==> src/hdl/mip_pkg.sv <==
`timescale 1ns / 1ps
// ----------------------------------------------------------------------------
// mip_pkg
// Shared types, widths and constants of the multichannel incremental PI core.
// ----------------------------------------------------------------------------
package mip_pkg;

	localparam int NUM_CHANNELS_DEF = 16;

	localparam int CH_W   = 4;
	localparam int DATA_W = 16;
	localparam int ERR_W  = 17;
	localparam int GSUM_W = 17;
	localparam int PROD_W = 33;
	localparam int CFG_IDX_W = 8;

	// floor(m / 1000) = floor(floor(m / 8) / 125), and the division by 125 of a
	// 30-bit value is exact as a multiply by ceil(2^37 / 125) and a shift by 37
	localparam int PRE_SHIFT   = 3;
	localparam int DIVN_W      = PROD_W - PRE_SHIFT;
	localparam int RECIP_W     = 31;
	localparam int RECIP_SHIFT = 37;
	localparam logic [RECIP_W-1:0] RECIP_125 = 31'd1099511628;
	localparam int RPROD_W     = DIVN_W + RECIP_W;
	localparam int QUOT_W      = RPROD_W - RECIP_SHIFT;
	localparam int SUM_W       = 27;

	localparam logic [DATA_W-1:0] PROP_GAIN_RST  = 16'd0;
	localparam logic [DATA_W-1:0] INTEG_GAIN_RST = 16'd0;
	localparam logic [DATA_W-1:0] MIN_OUT_RST    = 16'd0;
	localparam logic [DATA_W-1:0] MAX_OUT_RST    = 16'd1000;

	typedef enum logic [CFG_IDX_W-1:0] {
		CFG_PROP_GAIN  = 8'd0,
		CFG_INTEG_GAIN = 8'd1,
		CFG_MIN_OUT    = 8'd2,
		CFG_MAX_OUT    = 8'd3
	} cfg_idx_t;

endpackage

==> src/hdl/mip_ram.sv <==
`timescale 1ns / 1ps
// ----------------------------------------------------------------------------
// mip_ram
// Generic simple dual-port RAM, one write port and one registered read port.
// ----------------------------------------------------------------------------
module mip_ram #(
	parameter int WIDTH = 16,
	parameter int DEPTH = 16,
	localparam int AW = (DEPTH > 1) ? $clog2(DEPTH) : 1
) (
	input  logic             clk,
	input  logic             we,
	input  logic [AW-1:0]    waddr,
	input  logic [WIDTH-1:0] wdata,
	input  logic             re,
	input  logic [AW-1:0]    raddr,
	output logic [WIDTH-1:0] rdata
);

	logic [WIDTH-1:0] mem [DEPTH];

	always_ff @(posedge clk) begin
		if (we) begin
			mem[waddr] <= wdata;
		end
	end

	// read during write returns the old word
	always_ff @(posedge clk) begin
		if (re) begin
			rdata <= mem[raddr];
		end
	end

endmodule

==> src/hdl/multichannel_incremental_pi_core.sv <==
`timescale 1ns / 1ps
// ----------------------------------------------------------------------------
// multichannel_incremental_pi_core
// Velocity-form PI regulator with per-channel error and output state.
// ----------------------------------------------------------------------------
// The core takes one request per clock when the output side does not stall,
// and returns one result per request, in order. The pipeline has four stages:
// error and previous-error lookup, gain products, division by 1000 as a
// reciprocal multiply, then the add and clamp against the previous output.
// Each channel's state lives in two small RAMs with forwarding between
// neighboring requests, so requests on the same channel can follow each other
// back to back. Reset takes effect at once through per-channel valid bits;
// there is no clearing pass. The user writes gains and clamps through the
// configuration channel while the core is idle; the core does not check it.
// ----------------------------------------------------------------------------
module multichannel_incremental_pi_core
	import mip_pkg::*;
#(
	parameter int NUM_CHANNELS = NUM_CHANNELS_DEF
) (
	input  logic                 clk,
	input  logic                 arst_n,

	input  logic                 in_valid,
	output logic                 in_ready,
	input  logic [CH_W-1:0]      channel,
	input  logic [DATA_W-1:0]    setpoint,
	input  logic [DATA_W-1:0]    measured,

	output logic                 out_valid,
	input  logic                 out_ready,
	output logic [CH_W-1:0]      out_channel,
	output logic [DATA_W-1:0]    duty,

	input  logic                 cfg_valid,
	output logic                 cfg_ready,
	input  logic [CFG_IDX_W-1:0] cfg_index,
	input  logic [DATA_W-1:0]    cfg_data
);

	localparam int AW = (NUM_CHANNELS > 1) ? $clog2(NUM_CHANNELS) : 1;
	localparam int EW = (AW > CH_W) ? AW : CH_W;

	// configuration
	logic [DATA_W-1:0] prop_gain_q, integ_gain_q, min_out_q, max_out_q;
	logic [GSUM_W-1:0] gsum;

	// handshake
	logic v1_s1, v2_s2, v3_s3, out_v_q;
	logic rdy1, rdy2, rdy3, adv_out, in_acc;

	// stage 1
	logic [CH_W-1:0]         ch_s1;
	logic                    zero_s1, rng_s1;
	logic signed [ERR_W-1:0] err_s1;
	logic                    pe_vld_s1, pe_fwd_s1;
	logic signed [ERR_W-1:0] pe_fval_s1;
	logic [ERR_W-1:0]        pe_rdata;
	logic signed [ERR_W-1:0] pe_cur;
	logic [ERR_W-1:0]        err_mag, pe_mag;
	logic signed [ERR_W-1:0] pe_wdata;
	logic                    pe_we;

	// stage 2
	logic [CH_W-1:0]   ch_s2;
	logic              zero_s2, rng_s2, neg1_s2, neg2_s2;
	logic [PROD_W-1:0] p1_s2, p2_s2;
	logic [RPROD_W-1:0] rp1, rp2;

	// stage 3
	logic [CH_W-1:0]   ch_s3;
	logic              zero_s3, rng_s3, neg1_s3, neg2_s3;
	logic [QUOT_W-1:0] q1_s3, q2_s3;
	logic              po_vld_s3, po_fwd_s3;
	logic [DATA_W-1:0] po_fval_s3;
	logic [DATA_W-1:0] po_rdata, po_cur;
	logic              po_we, po_re;
	logic [DATA_W-1:0] clamped, po_wdata;
	logic signed [SUM_W-1:0] sum_y;

	// output register
	logic [CH_W-1:0]   out_channel_q;
	logic [DATA_W-1:0] duty_q;

	// addresses
	logic [EW-1:0] in_ext, s1_ext, s2_ext, s3_ext;
	logic [AW-1:0] in_addr, s1_addr, s2_addr, s3_addr;
	logic          in_rng, s2_rng_ch;

	logic [NUM_CHANNELS-1:0] pe_vld_q, po_vld_q;

	assign in_ext  = EW'(channel);
	assign s1_ext  = EW'(ch_s1);
	assign s2_ext  = EW'(ch_s2);
	assign s3_ext  = EW'(ch_s3);
	assign in_addr = in_ext[AW-1:0];
	assign s1_addr = s1_ext[AW-1:0];
	assign s2_addr = s2_ext[AW-1:0];
	assign s3_addr = s3_ext[AW-1:0];
	assign in_rng    = 32'(channel) < NUM_CHANNELS;
	assign s2_rng_ch = rng_s2;

	// ------------------------------------------------------------------------
	// configuration registers
	// ------------------------------------------------------------------------
	assign cfg_ready = 1'b1;

	always_ff @(posedge clk or negedge arst_n) begin
		if (!arst_n) begin
			prop_gain_q  <= PROP_GAIN_RST;
			integ_gain_q <= INTEG_GAIN_RST;
			min_out_q    <= MIN_OUT_RST;
			max_out_q    <= MAX_OUT_RST;
		end else if (cfg_valid && cfg_ready) begin
			case (cfg_index)
				CFG_PROP_GAIN:  prop_gain_q  <= cfg_data;
				CFG_INTEG_GAIN: integ_gain_q <= cfg_data;
				CFG_MIN_OUT:    min_out_q    <= cfg_data;
				CFG_MAX_OUT:    max_out_q    <= cfg_data;
				default: ;
			endcase
		end
	end

	assign gsum = GSUM_W'(prop_gain_q) + GSUM_W'(integ_gain_q);

	// ------------------------------------------------------------------------
	// pipeline flow control
	// ------------------------------------------------------------------------
	assign adv_out  = !out_v_q || out_ready;
	assign rdy3     = !v3_s3 || adv_out;
	assign rdy2     = !v2_s2 || rdy3;
	assign rdy1     = !v1_s1 || rdy2;
	assign in_ready = rdy1;
	assign in_acc   = in_valid && in_ready;

	always_ff @(posedge clk or negedge arst_n) begin
		if (!arst_n) begin
			v1_s1   <= 1'b0;
			v2_s2   <= 1'b0;
			v3_s3   <= 1'b0;
			out_v_q <= 1'b0;
		end else begin
			if (rdy1) v1_s1 <= in_valid;
			if (rdy2) v2_s2 <= v1_s1;
			if (rdy3) v3_s3 <= v2_s2;
			if (adv_out) out_v_q <= v3_s3;
		end
	end

	// ------------------------------------------------------------------------
	// stage 1: error, previous error lookup
	// ------------------------------------------------------------------------
	assign pe_we    = v1_s1 && rdy2 && rng_s1;
	assign pe_wdata = zero_s1 ? '0 : err_s1;

	mip_ram #(
		.WIDTH (ERR_W),
		.DEPTH (NUM_CHANNELS)
	) u_perr_ram (
		.clk   (clk),
		.we    (pe_we),
		.waddr (s1_addr),
		.wdata (pe_wdata),
		.re    (in_acc),
		.raddr (in_addr),
		.rdata (pe_rdata)
	);

	always_ff @(posedge clk) begin
		if (in_acc) begin
			ch_s1      <= channel;
			zero_s1    <= setpoint == '0;
			rng_s1     <= in_rng;
			err_s1     <= $signed({1'b0, setpoint}) - $signed({1'b0, measured});
			pe_vld_s1  <= in_rng && pe_vld_q[in_addr];
			// the request leaving stage 1 writes the RAM at this same edge
			pe_fwd_s1  <= pe_we && (ch_s1 == channel);
			pe_fval_s1 <= pe_wdata;
		end
	end

	always_ff @(posedge clk or negedge arst_n) begin
		if (!arst_n) begin
			pe_vld_q <= '0;
		end else if (pe_we) begin
			pe_vld_q[s1_addr] <= 1'b1;
		end
	end

	always_comb begin
		if (pe_fwd_s1) begin
			pe_cur = pe_fval_s1;
		end else if (pe_vld_s1) begin
			pe_cur = $signed(pe_rdata);
		end else begin
			pe_cur = '0;
		end
		err_mag = err_s1[ERR_W-1] ? ERR_W'(-err_s1) : ERR_W'(err_s1);
		pe_mag  = pe_cur[ERR_W-1] ? ERR_W'(-pe_cur) : ERR_W'(pe_cur);
	end

	// ------------------------------------------------------------------------
	// stage 2: gain products as sign and magnitude
	// ------------------------------------------------------------------------
	always_ff @(posedge clk) begin
		if (rdy2) begin
			ch_s2   <= ch_s1;
			zero_s2 <= zero_s1;
			rng_s2  <= rng_s1;
			neg1_s2 <= err_s1[ERR_W-1];
			neg2_s2 <= pe_cur[ERR_W-1];
			p1_s2   <= PROD_W'(gsum) * PROD_W'(err_mag);
			p2_s2   <= PROD_W'(prop_gain_q) * PROD_W'(pe_mag);
		end
	end

	// ------------------------------------------------------------------------
	// stage 3: truncating division by 1000, previous output lookup
	// ------------------------------------------------------------------------
	assign rp1   = RPROD_W'(p1_s2[PROD_W-1:PRE_SHIFT]) * RPROD_W'(RECIP_125);
	assign rp2   = RPROD_W'(p2_s2[PROD_W-1:PRE_SHIFT]) * RPROD_W'(RECIP_125);
	assign po_re = v2_s2 && rdy3;
	assign po_we = v3_s3 && adv_out && rng_s3;

	mip_ram #(
		.WIDTH (DATA_W),
		.DEPTH (NUM_CHANNELS)
	) u_pout_ram (
		.clk   (clk),
		.we    (po_we),
		.waddr (s3_addr),
		.wdata (po_wdata),
		.re    (po_re),
		.raddr (s2_addr),
		.rdata (po_rdata)
	);

	always_ff @(posedge clk) begin
		if (rdy3) begin
			ch_s3      <= ch_s2;
			zero_s3    <= zero_s2;
			rng_s3     <= rng_s2;
			neg1_s3    <= neg1_s2;
			neg2_s3    <= neg2_s2;
			q1_s3      <= rp1[RPROD_W-1:RECIP_SHIFT];
			q2_s3      <= rp2[RPROD_W-1:RECIP_SHIFT];
			po_vld_s3  <= s2_rng_ch && po_vld_q[s2_addr];
			po_fwd_s3  <= po_we && (ch_s3 == ch_s2);
			po_fval_s3 <= po_wdata;
		end
	end

	always_ff @(posedge clk or negedge arst_n) begin
		if (!arst_n) begin
			po_vld_q <= '0;
		end else if (po_we) begin
			po_vld_q[s3_addr] <= 1'b1;
		end
	end

	// ------------------------------------------------------------------------
	// final add and clamp into the output register
	// ------------------------------------------------------------------------
	always_comb begin
		logic signed [SUM_W-1:0] t1, t2, lo, hi;
		t1 = neg1_s3 ? -$signed(SUM_W'(q1_s3)) : $signed(SUM_W'(q1_s3));
		t2 = neg2_s3 ? -$signed(SUM_W'(q2_s3)) : $signed(SUM_W'(q2_s3));
		lo = $signed(SUM_W'(min_out_q));
		hi = $signed(SUM_W'(max_out_q));
		if (po_fwd_s3) begin
			po_cur = po_fval_s3;
		end else if (po_vld_s3) begin
			po_cur = po_rdata;
		end else begin
			po_cur = '0;
		end
		sum_y = t1 + $signed(SUM_W'(po_cur)) - t2;
		// max check wins when the clamps cross
		if (sum_y > hi) begin
			clamped = max_out_q;
		end else if (sum_y < lo) begin
			clamped = min_out_q;
		end else begin
			clamped = sum_y[DATA_W-1:0];
		end
		po_wdata = zero_s3 ? '0 : clamped;
	end

	always_ff @(posedge clk) begin
		if (adv_out) begin
			out_channel_q <= ch_s3;
			duty_q        <= (rng_s3 && !zero_s3) ? clamped : '0;
		end
	end

	assign out_valid   = out_v_q;
	assign out_channel = out_channel_q;
	assign duty        = duty_q;

endmodule
==> config.mk <==
export PLATFORM = sky130hd
export DESIGN_NAME = multichannel_incremental_pi_core
export DESIGN_NICKNAME = d
export VERILOG_FILES = /design/src/hdl/mip_pkg.sv /design/src/hdl/mip_ram.sv /design/src/hdl/multichannel_incremental_pi_core.sv
export SDC_FILE = /design/constraint.sdc
export NUM_CORES = 2
export LEC_CHECK = 0
export BUFFER_PORTS_ARGS = -buffer_cell sky130_fd_sc_hd__buf_2
export CELL_PAD_IN_SITES_DETAIL_PLACEMENT = 0
export CELL_PAD_IN_SITES_GLOBAL_PLACEMENT = 1
export CORE_ASPECT_RATIO = 0.75
export CORE_MARGIN = 3
export CORE_UTILIZATION = 30
export CTS_CLUSTER_DIAMETER = 150
export DETAILED_ROUTE_END_ITERATION = 8
export PLACE_DENSITY = 0.59
export SYNTH_ARGS = -nofsm -noshare
export SYNTH_HDL_FRONTEND = slang
export SYNTH_SLANG_ARGS = --single-unit
==> constraint.sdc <==
create_clock -name clk -period 9.5 [get_ports clk]
set_input_delay 1.425 -clock clk [delete_from_list [all_inputs] [get_ports clk]]
set_output_delay 1.425 -clock clk [all_outputs]
set_load 0.05 [all_outputs]
==> impl_metrics.py <==
metrics = {
    "sta": {
        "fin_ws_ps": 468,
        "clock-skew-final_ps": 52.6,
        "fin_crit_ps": 9030,
        "max_clock_freq_mhz": 111,
        "fin_hold_ws_ps": 425,
        "hold_viol": 0,
        "slew_headroom": -0.0189,
        "setup_viol": 0,
        "worstMarginPinSlew_ps": 1520,
        "final.period_utilization": 0.951,
        "drv_slew": 8,
    },
    "yosys": {
        "syn_inst": 6950,
        "synthArstFlopShare": 0.116,
        "synthFlopType": "edfxtp_1",
        "syn_avg_cell_area_sq_um": 11.8,
        "synth-edff-count": 762,
        "synth_top_area_share": 0.280,
        "syn_nets": 9068,
        "synth.cell_area_sq_um": 81700,
        "synth_largest_area_cell": "edfxtp_1",
        "yosysWarnings": 0,
        "synth_area_leaders": "edfxtp_1 28%, fa_1 25%, ha_1 16%",
        "ys_ff_latch": 862,
        "seq_area_frac_synth": 0.311,
        "ys_types": 80,
    },
    "critical_path": {
        "crit_buf_inv": 4,
        "end_kind": "flop",
        "worstRegToRegCells": 28,
        "crit_family": "adder cells",
        "crit_required_ps": 9920,
        "crit-reg2reg-launch": "err_s1[6]$_DFFE_PP_",
        "cp.depth": 28,
        "r2r_slack_ps": 470,
        "max_stage_delay_ps": 570,
        "cp-start-kind": "flop",
        "path_common_cell": "fa_1",
        "rr_endpoint": "p1_s2[31]$_DFFE_PP_",
        "path_class": "reg2reg",
        "worstPathArrival_ps": 9450,
        "crit_fanout": 6,
        "cp_slowest_cell": "or4_1",
    },
    "detailed_routing": {
        "wl_um": 226000,
        "dr.first_iter.drc_count": 3387,
        "viasPerCell": 4.66,
        "ant_nets": 0,
        "wire_per_inst_um": 20.8,
        "via_count": 50600,
        "first_pass_iters": 7,
        "drc": 0,
    },
    "floorplan": {
        "die_h_um": 458,
        "core_region_area_sq_um": 270000,
        "ios": 88,
        "core.rowCount": 165,
        "start_util": 0.302,
        "dieArea_sq_um": 279000,
        "die_width_um": 609,
    },
    "place": {
        "gp_congestion": 0.878,
        "dp_hpwl_um": 180000,
        "dp_slack_ps": 174,
        "io_buffer_count": 86,
    },
    "cts": {
        "clk_latency_ps": 710,
        "clk_pin_slew_ps": 60,
        "clock_sinks": 862,
        "cts_buffers": 93,
        "cts_root_buf": "clkbuf_16",
        "cts_tree": "done",
        "cts_buffer_depth": 3,
        "cts.htree.levels": 3,
        "ctsHoldBuffers": 0,
    },
    "global_routing": {
        "grt_pass1_wl_um": 344000,
        "grt_pass1_vias": 54400,
        "grt-ovfl-total": 0,
        "grt_use_total": 0.163,
        "grt_max_degree": 71,
        "antenna_found_initial": 12,
    },
    "job": {
        "max_cap_violations": 1,
    },
    "layout": {
        "multiInputGateArea_sq_um": 50000,
        "layout-drive-gt1-share": 0.108,
        "area.sequential_sq_um": 25400,
        "area_growth_pct": 11.4,
        "nFillCells": 26900,
        "nets": 9306,
    },
    "hold_path": {
        "whs_path_depth": 0,
        "min_from": "zero_s2$_DFFE_PP_",
        "min_path_type": "reg2reg",
        "holdPathEnd": "zero_s3$_DFFE_PP_",
    },
    "outcome": {
        "failed_checks": "max-capacitance violations, max-slew violations",
        "outcome": "finished with violations",
    },
}
==> synthesized netlist by cell type, types with 26 or more instances <==
cell,count
inv_1,1613
ha_1,1052
fa_1,1001
edfxtp_1,762
nand2_1,413
nor2_1,274
mux4_2,175
a21oi_1,149
xnor2_1,148
and2_1,144
clkbuf_1,120
o21ai_0,99
dfrtp_1,94
xor2_1,80
a21o_1,76
mux2_2,64
nor3_1,64
nand2b_1,62
nor2b_1,54
nand3_1,44
a221oi_1,41
or2_2,40
o21a_1,27
or3_1,26
==> cell families (layout without fill, tap and decap cells) <==
logic type / Yosys count / count (layout) / synth area share
AO/OA/AOI/OAI: 593 / 593 / 0.0489
XOR/XNOR: 229 / 229 / 0.0246
adder cells (fa/ha/maj): 2053 / 2053 / 0.406
buffers and inverters: 1760 / 2071 / 0.0810
flip-flops: 862 / 862 / 0.311
multiplexers: 240 / 240 / 0.0572
other: 1 / 3 / 0.0000459
AND/OR/NAND/NOR: 1212 / 1212 / 0.0712
==> cells in the final DEF (no fill, tap or decap), types with 26 or more instances in the layout <==
| master | Yosys | final |
|---|---|---|
| inv_1 | 1613 | 1613 |
| ha_1 | 1052 | 1052 |
| buf_4 | 2 | 204 |
| nor2_1 | 274 | 250 |
| dfrtp_1 | 94 | 94 |
| clkbuf_16 | 0 | 96 |
| xnor2_1 | 148 | 145 |
| edfxtp_1 | 762 | 762 |
| and2_1 | 144 | 143 |
| xor2_1 | 80 | 77 |
| or2_2 | 40 | 40 |
| fa_1 | 1001 | 1001 |
| a21o_1 | 76 | 76 |
| mux4_2 | 175 | 175 |
| nor3_1 | 64 | 56 |
| nand2b_1 | 62 | 62 |
| o21a_1 | 27 | 27 |
| o21ai_0 | 99 | 98 |
| nor2b_1 | 54 | 53 |
| nand2_1 | 413 | 412 |
| a221oi_1 | 41 | 35 |
| mux2_2 | 64 | 64 |
| or3_1 | 26 | 26 |
| a21oi_1 | 149 | 148 |
| buf_2 | 0 | 84 |
| nand3_1 | 44 | 43 |
==> cell type report <==
| type | instances | area share |
|---|---|---|
| Antenna cell | 2 | 0.0000550 |
| Clock buffer | 119 | 0.0278 |
| Clock inverter | 49 | 0.00610 |
| Inverter | 1614 | 0.0665 |
| Multi-Input combinational cell | 4328 | 0.550 |
| Sequential cell | 862 | 0.279 |
| Tap cell | 3590 | 0.0493 |
| Timing Repair Buffer | 289 | 0.0216 |
==> what timing repair did <==
action	CTS	global route
resized for setup	0	22
setup endpoints to repair	0	10
setup buffers	0	3
hold endpoints to repair	0	0
==> worst max path at each step <==
stage                          startpoint  slack [ps]                   to
2_1_floorplan  prop_gain_q[1]$_DFFE_PN0P_         400  p1_s2[31]$_DFFE_PP_
3_3_place_gp          pe_fwd_s1$_DFFE_PP_         210  p2_s2[31]$_DFFE_PP_
3_5_place_dp          pe_fwd_s1$_DFFE_PP_         170  p2_s2[31]$_DFFE_PP_
4_1_cts               pe_fwd_s1$_DFFE_PP_         150  p2_s2[31]$_DFFE_PP_
5_1_grt        prop_gain_q[1]$_DFFE_PN0P_          -3  p1_s2[32]$_DFFE_PP_
6_report              err_s1[6]$_DFFE_PP_         470  p1_s2[31]$_DFFE_PP_
==> registers in the layout, summed over array words and instances, names as in the netlist, 17 cells and up <==
| signal | count |
|---|---|
| err_s1 | 17 |
| p1_s2 | 30 |
| p2_s2 | 30 |
| pe_fval_s1 | 17 |
| q1_s3 | 24 |
| q2_s3 | 24 |
| u_perr_ram.mem | 272 |
| u_perr_ram.rdata | 17 |
| u_pout_ram.mem | 256 |
==> per-stage QoR <==
step	cells	util	instance area (sq um)	TNS [ps]
finish	10900	0.337	91000	0
CTS	10800	0.336	90900	0
detailed placement	10700	0.325	87800	0
floorplan	6950	-	81700	0
global placement	10700	0.325	87800	0
global route	10900	0.337	91000	-3.33
==> metal layers <==
layer  part of all wire  routed length (um)  vias to the layer above  track usage
met3              0.045               10200                      166       0.0179
met1               0.50              112000                    26100        0.247
met5                  0                   0                        -            0
met2               0.44               99900                     1061        0.253
met4              0.015                3440                        0       0.0269
li1                   -                   -                    23300            -
Power is not shown: default switching activity piles up to over one toggle a cycle in this logic, so the estimate is an artifact.
